## config.mk

```make
export PLATFORM = sky130hd
export DESIGN_NAME = mcu_mailbox_port_latch_top
export DESIGN_NICKNAME = d
export VERILOG_FILES = /design/src/hdl/mmpl_pkg.sv /design/src/hdl/mcu_mailbox_port_latch_top.sv
export SDC_FILE = /design/constraint.sdc
export NUM_CORES = 1
export LEC_CHECK = 0
export ABC_AREA = 1
export BUFFER_PORTS_ARGS = -buffer_cell sky130_fd_sc_hd__buf_2
export CAP_MARGIN = 5
export CELL_PAD_IN_SITES_DETAIL_PLACEMENT = 1
export CELL_PAD_IN_SITES_GLOBAL_PLACEMENT = 1
export CORE_UTILIZATION = 40
export DETAILED_ROUTE_END_ITERATION = 8
export GPL_ROUTABILITY_DRIVEN = 1
export MAX_ROUTING_LAYER = met4
export PLACE_DENSITY_LB_ADDON = 0.1
export SLEW_MARGIN = 30
export SYNTH_ARGS = -nofsm -noshare
export SYNTH_HDL_FRONTEND = slang
export SYNTH_SLANG_ARGS = --single-unit
export TNS_END_PERCENT = 50
```

## constraint.sdc

```tcl
create_clock -name clk -period 2.8 [get_ports clk]
set_clock_uncertainty 0.05 [all_clocks]
set_input_delay 0.28 -clock clk [delete_from_list [all_inputs] [get_ports clk]]
set_output_delay 0.28 -clock clk [all_outputs]
set_load 0.005 [all_outputs]
```

## src/hdl/mmpl_pkg.sv

```systemverilog
// Shared action codes and bit constants for the MCU mailbox and port latch.
package mmpl_pkg;

  // Widths of the bus access fields
  localparam int unsigned ActionW = 4;
  localparam int unsigned ByteW   = 8;
  localparam int unsigned PlayerW = 6;

  typedef logic [ActionW-1:0] action_t;
  typedef logic [ByteW-1:0]   byte_t;

  // Bus access codes
  localparam action_t ACT_HOST_RD = 4'd0;
  localparam action_t ACT_HOST_WR = 4'd1;
  localparam action_t ACT_A_RD    = 4'd2;
  localparam action_t ACT_A_WR    = 4'd3;
  localparam action_t ACT_DIRA_WR = 4'd4;
  localparam action_t ACT_C_RD    = 4'd5;
  localparam action_t ACT_C_WR    = 4'd6;
  localparam action_t ACT_DIRC_WR = 4'd7;
  localparam action_t ACT_IN_RD   = 4'd8;

  // Port C strobe bit positions
  localparam int unsigned STROBE_IN_BIT  = 2;
  localparam int unsigned STROBE_OUT_BIT = 3;

  // Input read flag positions (active low flags)
  localparam int unsigned FLAG_HOST_BIT = 6;
  localparam int unsigned FLAG_MCU_BIT  = 7;

  // Port C status bit positions
  localparam int unsigned STAT_HOST_BIT = 0;
  localparam int unsigned STAT_MCU_BIT  = 1;

endpackage

```

## src/hdl/mcu_mailbox_port_latch_top.sv

```systemverilog
// Top level of the host/MCU byte mailbox with GPIO ports A and C.
//
// Usage:
//   Each input word is one bus access: in_action picks host mailbox read or
//   write, port A or C read or write, a direction register write or the
//   player input read. in_data carries the byte for writes, in_player_bits
//   the six external lines for the input read.
//   Every access yields exactly one output word on out_read_data: the byte
//   read, or zero for writes and unused codes.
// Pipeline and throughput:
//   out_valid rises in the cycle after acceptance. A new access is taken
//   every cycle unless the output stalls; the state update and read mux form
//   one combinational pass ahead of the single output register.
// Reset:
//   rst_n low clears all port, direction and mailbox registers and both
//   flags, and empties the output register.
// Stalls:
//   While out_ready is low and a word waits, in_ready drops; the waiting
//   word holds. When out_ready is high the output register is refilled in
//   the same cycle it drains, so there are no bubbles.
module mcu_mailbox_port_latch_top (
  input  logic                                clk,
  input  logic                                rst_n,
  input  logic                                in_valid,
  output logic                                in_ready,
  input  logic [mmpl_pkg::ActionW-1:0]        in_action,
  input  logic [mmpl_pkg::ByteW-1:0]          in_data,
  input  logic [mmpl_pkg::PlayerW-1:0]        in_player_bits,
  output logic                                out_valid,
  input  logic                                out_ready,
  output logic [mmpl_pkg::ByteW-1:0]          out_read_data
);
  import mmpl_pkg::*;

  // Architectural state
  byte_t a_out_r, a_in_r, dir_a_r, c_out_r, dir_c_r, host_byte_r, mcu_byte_r;
  logic  host_wrote_r, mcu_wrote_r;
  byte_t a_out_nxt, a_in_nxt, dir_a_nxt, c_out_nxt, dir_c_nxt;
  byte_t host_byte_nxt, mcu_byte_nxt;
  logic  host_wrote_nxt, mcu_wrote_nxt;

  // Output register
  logic  out_valid_r;
  byte_t out_data_r;
  byte_t rd_nxt;

  logic  acc;
  logic  strobe_in_fall, strobe_out_fall;
  byte_t c_stat;

  assign in_ready = !out_valid_r || out_ready;
  assign acc      = in_valid && in_ready;

  // Falling edges on the port C strobes, judged against the old latch
  assign strobe_in_fall  = dir_c_r[STROBE_IN_BIT] && c_out_r[STROBE_IN_BIT]
                           && !in_data[STROBE_IN_BIT];
  assign strobe_out_fall = dir_c_r[STROBE_OUT_BIT] && c_out_r[STROBE_OUT_BIT]
                           && !in_data[STROBE_OUT_BIT];

  // Port C status byte
  always_comb begin
    c_stat                = '0;
    c_stat[STAT_HOST_BIT] = host_wrote_r;
    c_stat[STAT_MCU_BIT]  = !mcu_wrote_r;
  end

  // Access decode: next state and read word
  always_comb begin
    a_out_nxt      = a_out_r;
    a_in_nxt       = a_in_r;
    dir_a_nxt      = dir_a_r;
    c_out_nxt      = c_out_r;
    dir_c_nxt      = dir_c_r;
    host_byte_nxt  = host_byte_r;
    mcu_byte_nxt   = mcu_byte_r;
    host_wrote_nxt = host_wrote_r;
    mcu_wrote_nxt  = mcu_wrote_r;
    rd_nxt         = '0;
    case (in_action)
      ACT_HOST_RD: begin
        mcu_wrote_nxt = 1'b0;
        rd_nxt        = mcu_byte_r;
      end
      ACT_HOST_WR: begin
        host_byte_nxt  = in_data;
        host_wrote_nxt = 1'b1;
      end
      ACT_A_RD: begin
        rd_nxt = (a_out_r & dir_a_r) | (a_in_r & ~dir_a_r);
      end
      ACT_A_WR: begin
        a_out_nxt = in_data;
      end
      ACT_DIRA_WR: begin
        dir_a_nxt = in_data;
      end
      ACT_C_RD: begin
        rd_nxt = (c_out_r & dir_c_r) | (c_stat & ~dir_c_r);
      end
      ACT_C_WR: begin
        if (strobe_in_fall) begin
          a_in_nxt       = host_byte_r;
          host_wrote_nxt = 1'b0;
        end
        if (strobe_out_fall) begin
          mcu_byte_nxt  = a_out_r;
          mcu_wrote_nxt = 1'b1;
        end
        c_out_nxt = in_data;
      end
      ACT_DIRC_WR: begin
        dir_c_nxt = in_data;
      end
      ACT_IN_RD: begin
        rd_nxt[PlayerW-1:0]  = in_player_bits;
        rd_nxt[FLAG_HOST_BIT] = !host_wrote_r;
        rd_nxt[FLAG_MCU_BIT]  = !mcu_wrote_r;
      end
      default: begin
        rd_nxt = '0;
      end
    endcase
  end

  // State registers
  always_ff @(posedge clk) begin
    if (!rst_n) begin
      a_out_r      <= '0;
      a_in_r       <= '0;
      dir_a_r      <= '0;
      c_out_r      <= '0;
      dir_c_r      <= '0;
      host_byte_r  <= '0;
      mcu_byte_r   <= '0;
      host_wrote_r <= 1'b0;
      mcu_wrote_r  <= 1'b0;
    end else if (acc) begin
      a_out_r      <= a_out_nxt;
      a_in_r       <= a_in_nxt;
      dir_a_r      <= dir_a_nxt;
      c_out_r      <= c_out_nxt;
      dir_c_r      <= dir_c_nxt;
      host_byte_r  <= host_byte_nxt;
      mcu_byte_r   <= mcu_byte_nxt;
      host_wrote_r <= host_wrote_nxt;
      mcu_wrote_r  <= mcu_wrote_nxt;
    end
  end

  // Output register: refilled whenever an access is taken
  always_ff @(posedge clk) begin
    if (!rst_n) begin
      out_valid_r <= 1'b0;
    end else if (acc) begin
      out_valid_r <= 1'b1;
    end else if (out_ready) begin
      out_valid_r <= 1'b0;
    end
  end

  always_ff @(posedge clk) begin
    if (acc) begin
      out_data_r <= rd_nxt;
    end
  end

  assign out_valid     = out_valid_r;
  assign out_read_data = out_data_r;

  // Checks
  a_host_wr_sets_flag: assert property (@(posedge clk) disable iff (!rst_n)
    acc && in_action == ACT_HOST_WR |=> host_wrote_r && host_byte_r == $past(in_data))
    else $error("host write did not latch byte and flag");

  a_host_rd_clears_flag: assert property (@(posedge clk) disable iff (!rst_n)
    acc && in_action == ACT_HOST_RD |=> !mcu_wrote_r && out_read_data == mcu_byte_r)
    else $error("host read did not clear MCU flag or return MCU byte");

  a_write_reads_zero: assert property (@(posedge clk) disable iff (!rst_n)
    acc && (in_action == ACT_HOST_WR || in_action == ACT_A_WR ||
            in_action == ACT_DIRA_WR || in_action == ACT_C_WR ||
            in_action == ACT_DIRC_WR) |=> out_valid && out_read_data == '0)
    else $error("write access returned non-zero word");

  a_c_wr_updates_latch: assert property (@(posedge clk) disable iff (!rst_n)
    acc && in_action == ACT_C_WR |=> c_out_r == $past(in_data))
    else $error("port C write did not update the output latch");

  a_stall_blocks_input: assert property (@(posedge clk) disable iff (!rst_n)
    !in_ready |-> out_valid_r && !out_ready)
    else $error("input stalled without a blocked output word");

endmodule

```

=== Word level (Yosys, flattened, before mapping) ===
Index checks and enable logic that the tools add are counted.

* Eq/ne operators: 10
* Multiplexer cells: 7
* Bitwise operators: 8
* Reduce and logical (&&, ||, !) cells: 24

{| class="wikitable"
|+ Operators with widths
! cell !! count
|-
| $pmux 8 s4 || 1
|-
| $and 8x8->8 || 3
|-
| $eq 4x3->1 const B || 4
|-
| $not 8->8 || 2
|-
| $or 8x8->8 || 2
|-
| $reduce_and 3->1 || 4
|-
| $reduce_and 2->1 || 5
|-
| $and 2x8->8 || 1
|-
| $eq 4x2->1 const B || 2
|-
| $reduce_bool 2->1 || 3
|-
| $logic_and 1x1->1 || 5
|-
| $logic_not 1->1 || 5
|-
| $eq 4x1->1 const B || 1
|-
| $eq 4x4->1 const B || 1
|-
| $logic_not 4->1 || 1
|-
| $mux 1 || 4
|-
| $ne 2x2->1 const B || 2
|-
| $pmux 1 s2 || 2
|-
| $logic_or 1x1->1 || 1
|}

* Register bits after elaboration: 67
* Input bits: 22
* Output and inout port bits: 10
* Word-level logic and storage cells: 60

=== Longest topological paths before layout ===
* Depth after elaboration: 4
* Gate-level depth with buffers: 8
* Gate-level depth less buffers: 8

=== Worst setup path after synthesis ===
OpenSTA, ideal clock, no wires.

* Path kind: flip-flop to flip-flop
* Start point: register out_valid_r, in the netlist out_valid
* End point: register a_out_r[0]
* Library setup time: 0.116 ns
* Data arrival time: 1.172 ns
* Data required time: 2.634 ns
* Path slack: 1.462 ns
* Stages on the path, launching flop included: 8
* Path buffers: 0
* Clock period less this slack: 1.338 ns
* Cell sequence: dfxtp_1 -> nand2_2 -> nand2_2 -> inv_2 -> nand2_1 -> inv_1 -> nor2_1 -> nor2_1

* Cells in the longest elaborated chain, start to end: 4

{| class="wikitable"
|+ Ends and longest elaborated chain
! what !! line !! RTL
|-
| start: declaration || mcu_mailbox_port_latch_top.sv:43 || <nowiki>logic out_valid_r;</nowiki>
|-
| start signal: assignment || mcu_mailbox_port_latch_top.sv:153 || <nowiki>out_valid_r <= 1'b0;</nowiki>
|-
| start signal: assignment || mcu_mailbox_port_latch_top.sv:155 || <nowiki>out_valid_r <= 1'b1;</nowiki>
|-
| start signal: assignment || mcu_mailbox_port_latch_top.sv:157 || <nowiki>out_valid_r <= 1'b0;</nowiki>
|-
| $logic_not 1->1 || mcu_mailbox_port_latch_top.sv:51 || <nowiki>assign in_ready = !out_valid_r || out_ready;</nowiki>
|-
| $logic_or 1x1->1 || mcu_mailbox_port_latch_top.sv:51 ||
|-
| named net in_ready || mcu_mailbox_port_latch_top.sv:25 || <nowiki>output logic in_ready,</nowiki>
|-
| $logic_and 1x1->1 || mcu_mailbox_port_latch_top.sv:52 || <nowiki>assign acc = in_valid && in_ready;</nowiki>
|-
| named net acc || mcu_mailbox_port_latch_top.sv:47 || <nowiki>logic acc;</nowiki>
|-
| $reduce_and 2->1 (no line) || n/a ||
|-
| end signal: assignment || mcu_mailbox_port_latch_top.sv:138 || <nowiki>a_out_r <= a_out_nxt;</nowiki>
|-
| end: declaration || mcu_mailbox_port_latch_top.sv:36 || <nowiki>byte_t a_out_r, a_in_r, dir_a_r, c_out_r, dir_c_r, host_byte_r, mcu_byte_r;</nowiki>
|}

The timed path passes the listed nets, and every way through them passes these cells.
A chain may end at the register's enable or synchronous reset.

=== Worst setup path after layout ===
* Start point: register out_valid_r, in the netlist out_valid
* End point: register a_out_r[0]

* Cells in the longest elaborated chain, start to end: 4

{| class="wikitable"
|+ Ends and longest elaborated chain
! what !! line
|-
| $logic_not 1->1 || mcu_mailbox_port_latch_top.sv:51
|-
| $logic_or 1x1->1 || mcu_mailbox_port_latch_top.sv:51
|-
| $logic_and 1x1->1 || mcu_mailbox_port_latch_top.sv:52
|-
| named net acc || mcu_mailbox_port_latch_top.sv:47
|-
| $reduce_and 2->1 (no line) || n/a
|}

The timed path passes the listed nets, and every way through them passes these cells.

==> results by group <==
Yosys
  – Syn_area_per_cell: 7.65 sq um
  – Number of synthesized flops with an enable pin: 8
  – Flip-flop and latch count after synthesis: 67
  – Synthesis Warnings: 0
  – Dominant cell type by area after synthesis: sky130_fd_sc_hd__dfxtp_1
  – Arithmetic-cell share of the synthesized area counting full adders, half adders and majority gates: 0
  – Cell area after technology mapping: 0.00282 sq mm
  – Mux cell area share after synthesis: 0
  – Most used flip-flop cell after synthesis: sky130_fd_sc_hd__dfxtp_1
  – Register area share after synthesis: 0.505
  – Simple-Gate Fraction of Synth Area: 0.305
  – Cell types with the largest area share after synthesis: sky130_fd_sc_hd__dfxtp_1, sky130_fd_sc_hd__nor2_1, sky130_fd_sc_hd__o21ai_0, sky130_fd_sc_hd__edfxtp_1, sky130_fd_sc_hd__nand2_1
  – Count of cell types in the netlist: 25
  – Dominant combinational cell family by area after synthesis: simple AND/OR/NAND/NOR gates
  – Share of flip-flops with an asynchronous set or reset: 0
  – Xor-xnor portion of the synthesized cell area: 0
  – Most numerous cell types in the synthesized netlist: sky130_fd_sc_hd__nor2_1, sky130_fd_sc_hd__dfxtp_1, sky130_fd_sc_hd__nand2_1
  – Post-synthesis compound-gate area fraction: 0.133
  – Net Count, Synth: 390
  – Cells after synthesis: 368
  – Fraction of synthesized cell area taken by the top area cell type: 0.419
  – Most numerous cell in the Yosys netlist: sky130_fd_sc_hd__nor2_1

Floorplan
  – DIE AREA: 0.00738 sq mm
  – Width of the chip: 85.9 um
  – Top Ports: 32
  – Die Y: 85.9 um
  – Starting density of the core: 0.415
  – Row cnt: 30
  – Core box area: 0.00679 sq mm

Worst setup path
  – Critical Path Sink Type: register
  – Cell Chain, Critical Path: nand2_2 > nand2_2 > inv_2 > nand2_1 > inv_1 > nor2_1 > nor2_1
  – Required time worst endpoint: 3030 ps
  – Crit start category: register
  – Critical path start-end classification: register to register
  – Crit-path max cell delay: 320 ps
  – Crit-path max FO: 13
  – Cell type of the slowest stage on the worst timing path: sky130_fd_sc_hd__dfxtp_1
  – Data arrival, critical path: 1940 ps

Drt
  – Total Routed Length: 7880 um
  – Total number of vias: 2474
  – Total DRC errors in the routed layout: 0
  – Via/cell ratio: 4.91
  – Wire length per cell: 15.6 um
  – Post-DRT Antenna Nets: 0
  – Detailed-router iteration count before antenna repair: 4
  – Count of routing violations after the opening detailed-route iteration: 117

STA
  – Min cycle time layout: 1710 ps
  – Total negative setup slack: 0 ps
  – Top achievable clock speed: 584 MHz
  – Setup violations, final: 0
  – Worst slew pin tran: 655 ps
  – Hold Fails Final Rpt: 0
  – Unrepaired setup endpoints after global routing: no
  – Worst slew slack as a fraction of its limit: 0.561
  – Max-slew violations: 0
  – Post-route fraction of the period consumed by the critical path: 0.611

Layout
  – Area taken by multi-input logic gates: 0.00123 sq mm
  – Final #Nets: 425
  – Number of inserted diodes: 0
  – Fraction of final layout cells with drive strength greater than 1: 0.147
  – Storage element area: 0.00142 sq mm
  – Fillers: 882
  – Relative area change from synthesis to final layout: 14.0%

CTS
  – Buffer cell driving the clock tree root: sky130_fd_sc_hd__clkbuf_8
  – TritonCTS clock tree: built
  – # clock sinks: 67
  – CTS Hold Bufs: 0
  – H-tree lvl count: 3
  – Number of clock buffers inserted by TritonCTS: 9
  – CTS max path bufs: 2
  – Clock transition time at the flip-flop clock pins of the worst setup and hold paths: 70 ps
  – Setup Fix Bufs, Post-CTS: 0
  – Post-cts gate resize count: 0
  – Clk_lat worst skew: 340 ps

Pwr
  – Leakage power: 1.25 nW
  – Total Power: 1.82 mW
  – Power density over the cells: 568 mW/mm^2
  – Highest ir drop seen on vdd: 297 uV

Global route
  – Initial antenna violation count: 0
  – Pin count of the biggest net entering global routing: 41
  – Global-route wire length before repair: 12800 um
  – GRT Util Overall: 0.243
  – Grt total ovfl: 0
  – Via count of the first global-routing pass: 2435

Status
  – Run status: completed

Placed design
  – Number of buffer cells added on primary ports: 31
  – Routability cong.: 0.838
  – Half-perimeter wire length after detailed placement: 5890 um

Flow run
  – Max capacitance violation total: 0

Hold path
  – Hold Crit Class: input port to register
==> state kept, by name, summed over array words and instances (netlist names), 8 cells and up <==
signal,cells
dir_a_r,8
dir_c_r,8
c_out_r,8
mcu_byte_r,8
a_in_r,8
a_out_r,8
host_byte_r,8
out_read_data,8
==> final timing paths <==
check / startpoint / end / slack [ps] / cells past startpoint
max: out_valid / a_out_r[0] / 1090 / 7
min: out_ready / out_valid / 180 / 4
min reg2reg: c_out_r[1] / c_out_r[1] / 410 / 2
max reg2reg: out_valid / a_out_r[0] / 1090 / 7
==> logic make-up (layout without fill, tap and decap cells) <==
| family | after synthesis | in the layout |
|---|---|---|
| simple gates | 191 | 191 |
| compound gates | 73 | 73 |
| flops | 67 | 67 |
| buf+inv | 37 | 77 |
==> stage by stage <==
step	util	instances	instance area [sq um]	setup slack [ps]	hold slack, ps
after detailed placement	0.448	488	3050	1010	402
after CTS	0.473	504	3210	1080	161
after floorplan	-	368	2820	1460	365
after global routing	0.473	504	3210	940	174
after global placement	0.448	488	3050	1030	396
final	0.473	504	3210	1090	177
==> placed cells by master, fill, tap and decap left out, types with 4 or more instances in the layout <==
cell	instances
sky130_fd_sc_hd__inv_1	24
sky130_fd_sc_hd__nand4_1	12
sky130_fd_sc_hd__a21oi_1	20
sky130_fd_sc_hd__nor2_4	4
sky130_fd_sc_hd__buf_2	31
sky130_fd_sc_hd__nand3_1	25
sky130_fd_sc_hd__o21ai_0	50
sky130_fd_sc_hd__clkbuf_8	10
sky130_fd_sc_hd__nand2_1	58
sky130_fd_sc_hd__dfxtp_1	59
sky130_fd_sc_hd__nor2_1	83
sky130_fd_sc_hd__edfxtp_1	8
==> per-layer routing <==
layer / GRT usage / vias to the layer above / wire length, um
li1: - / 1281 / -
met1: 0.309 / 1142 / 3880
met2: 0.372 / 38 / 3610
met3: 0.0616 / 13 / 224
met4: 0.0924 / 0 / 159
met5: - / - / 0
==> worst max-delay path: cells and delay by family, from the launching register on <==
kind                   cells  cell delay [ps]
buffers and inverters      2              570
flip-flops                 1              320
AND/OR/NAND/NOR            5              710
==> report_power, final <==
group          internal (mW)  total [mW]  switching, mW
combinational         0.0372       0.121         0.0838
clock                  0.342       0.702          0.359
sequential             0.991        1.00        0.00917
==> area by class of cell <==
cell class / instances / area share
clock buffer: 13 / 0.0464
sequential: 67 / 0.443
tap: 96 / 0.0374
clock inverter: 3 / 0.00468
timing repair buffer: 32 / 0.0507
multi-input combinational: 264 / 0.384
inverter: 29 / 0.0339
Note: power is estimated with default switching activity, not from simulation.
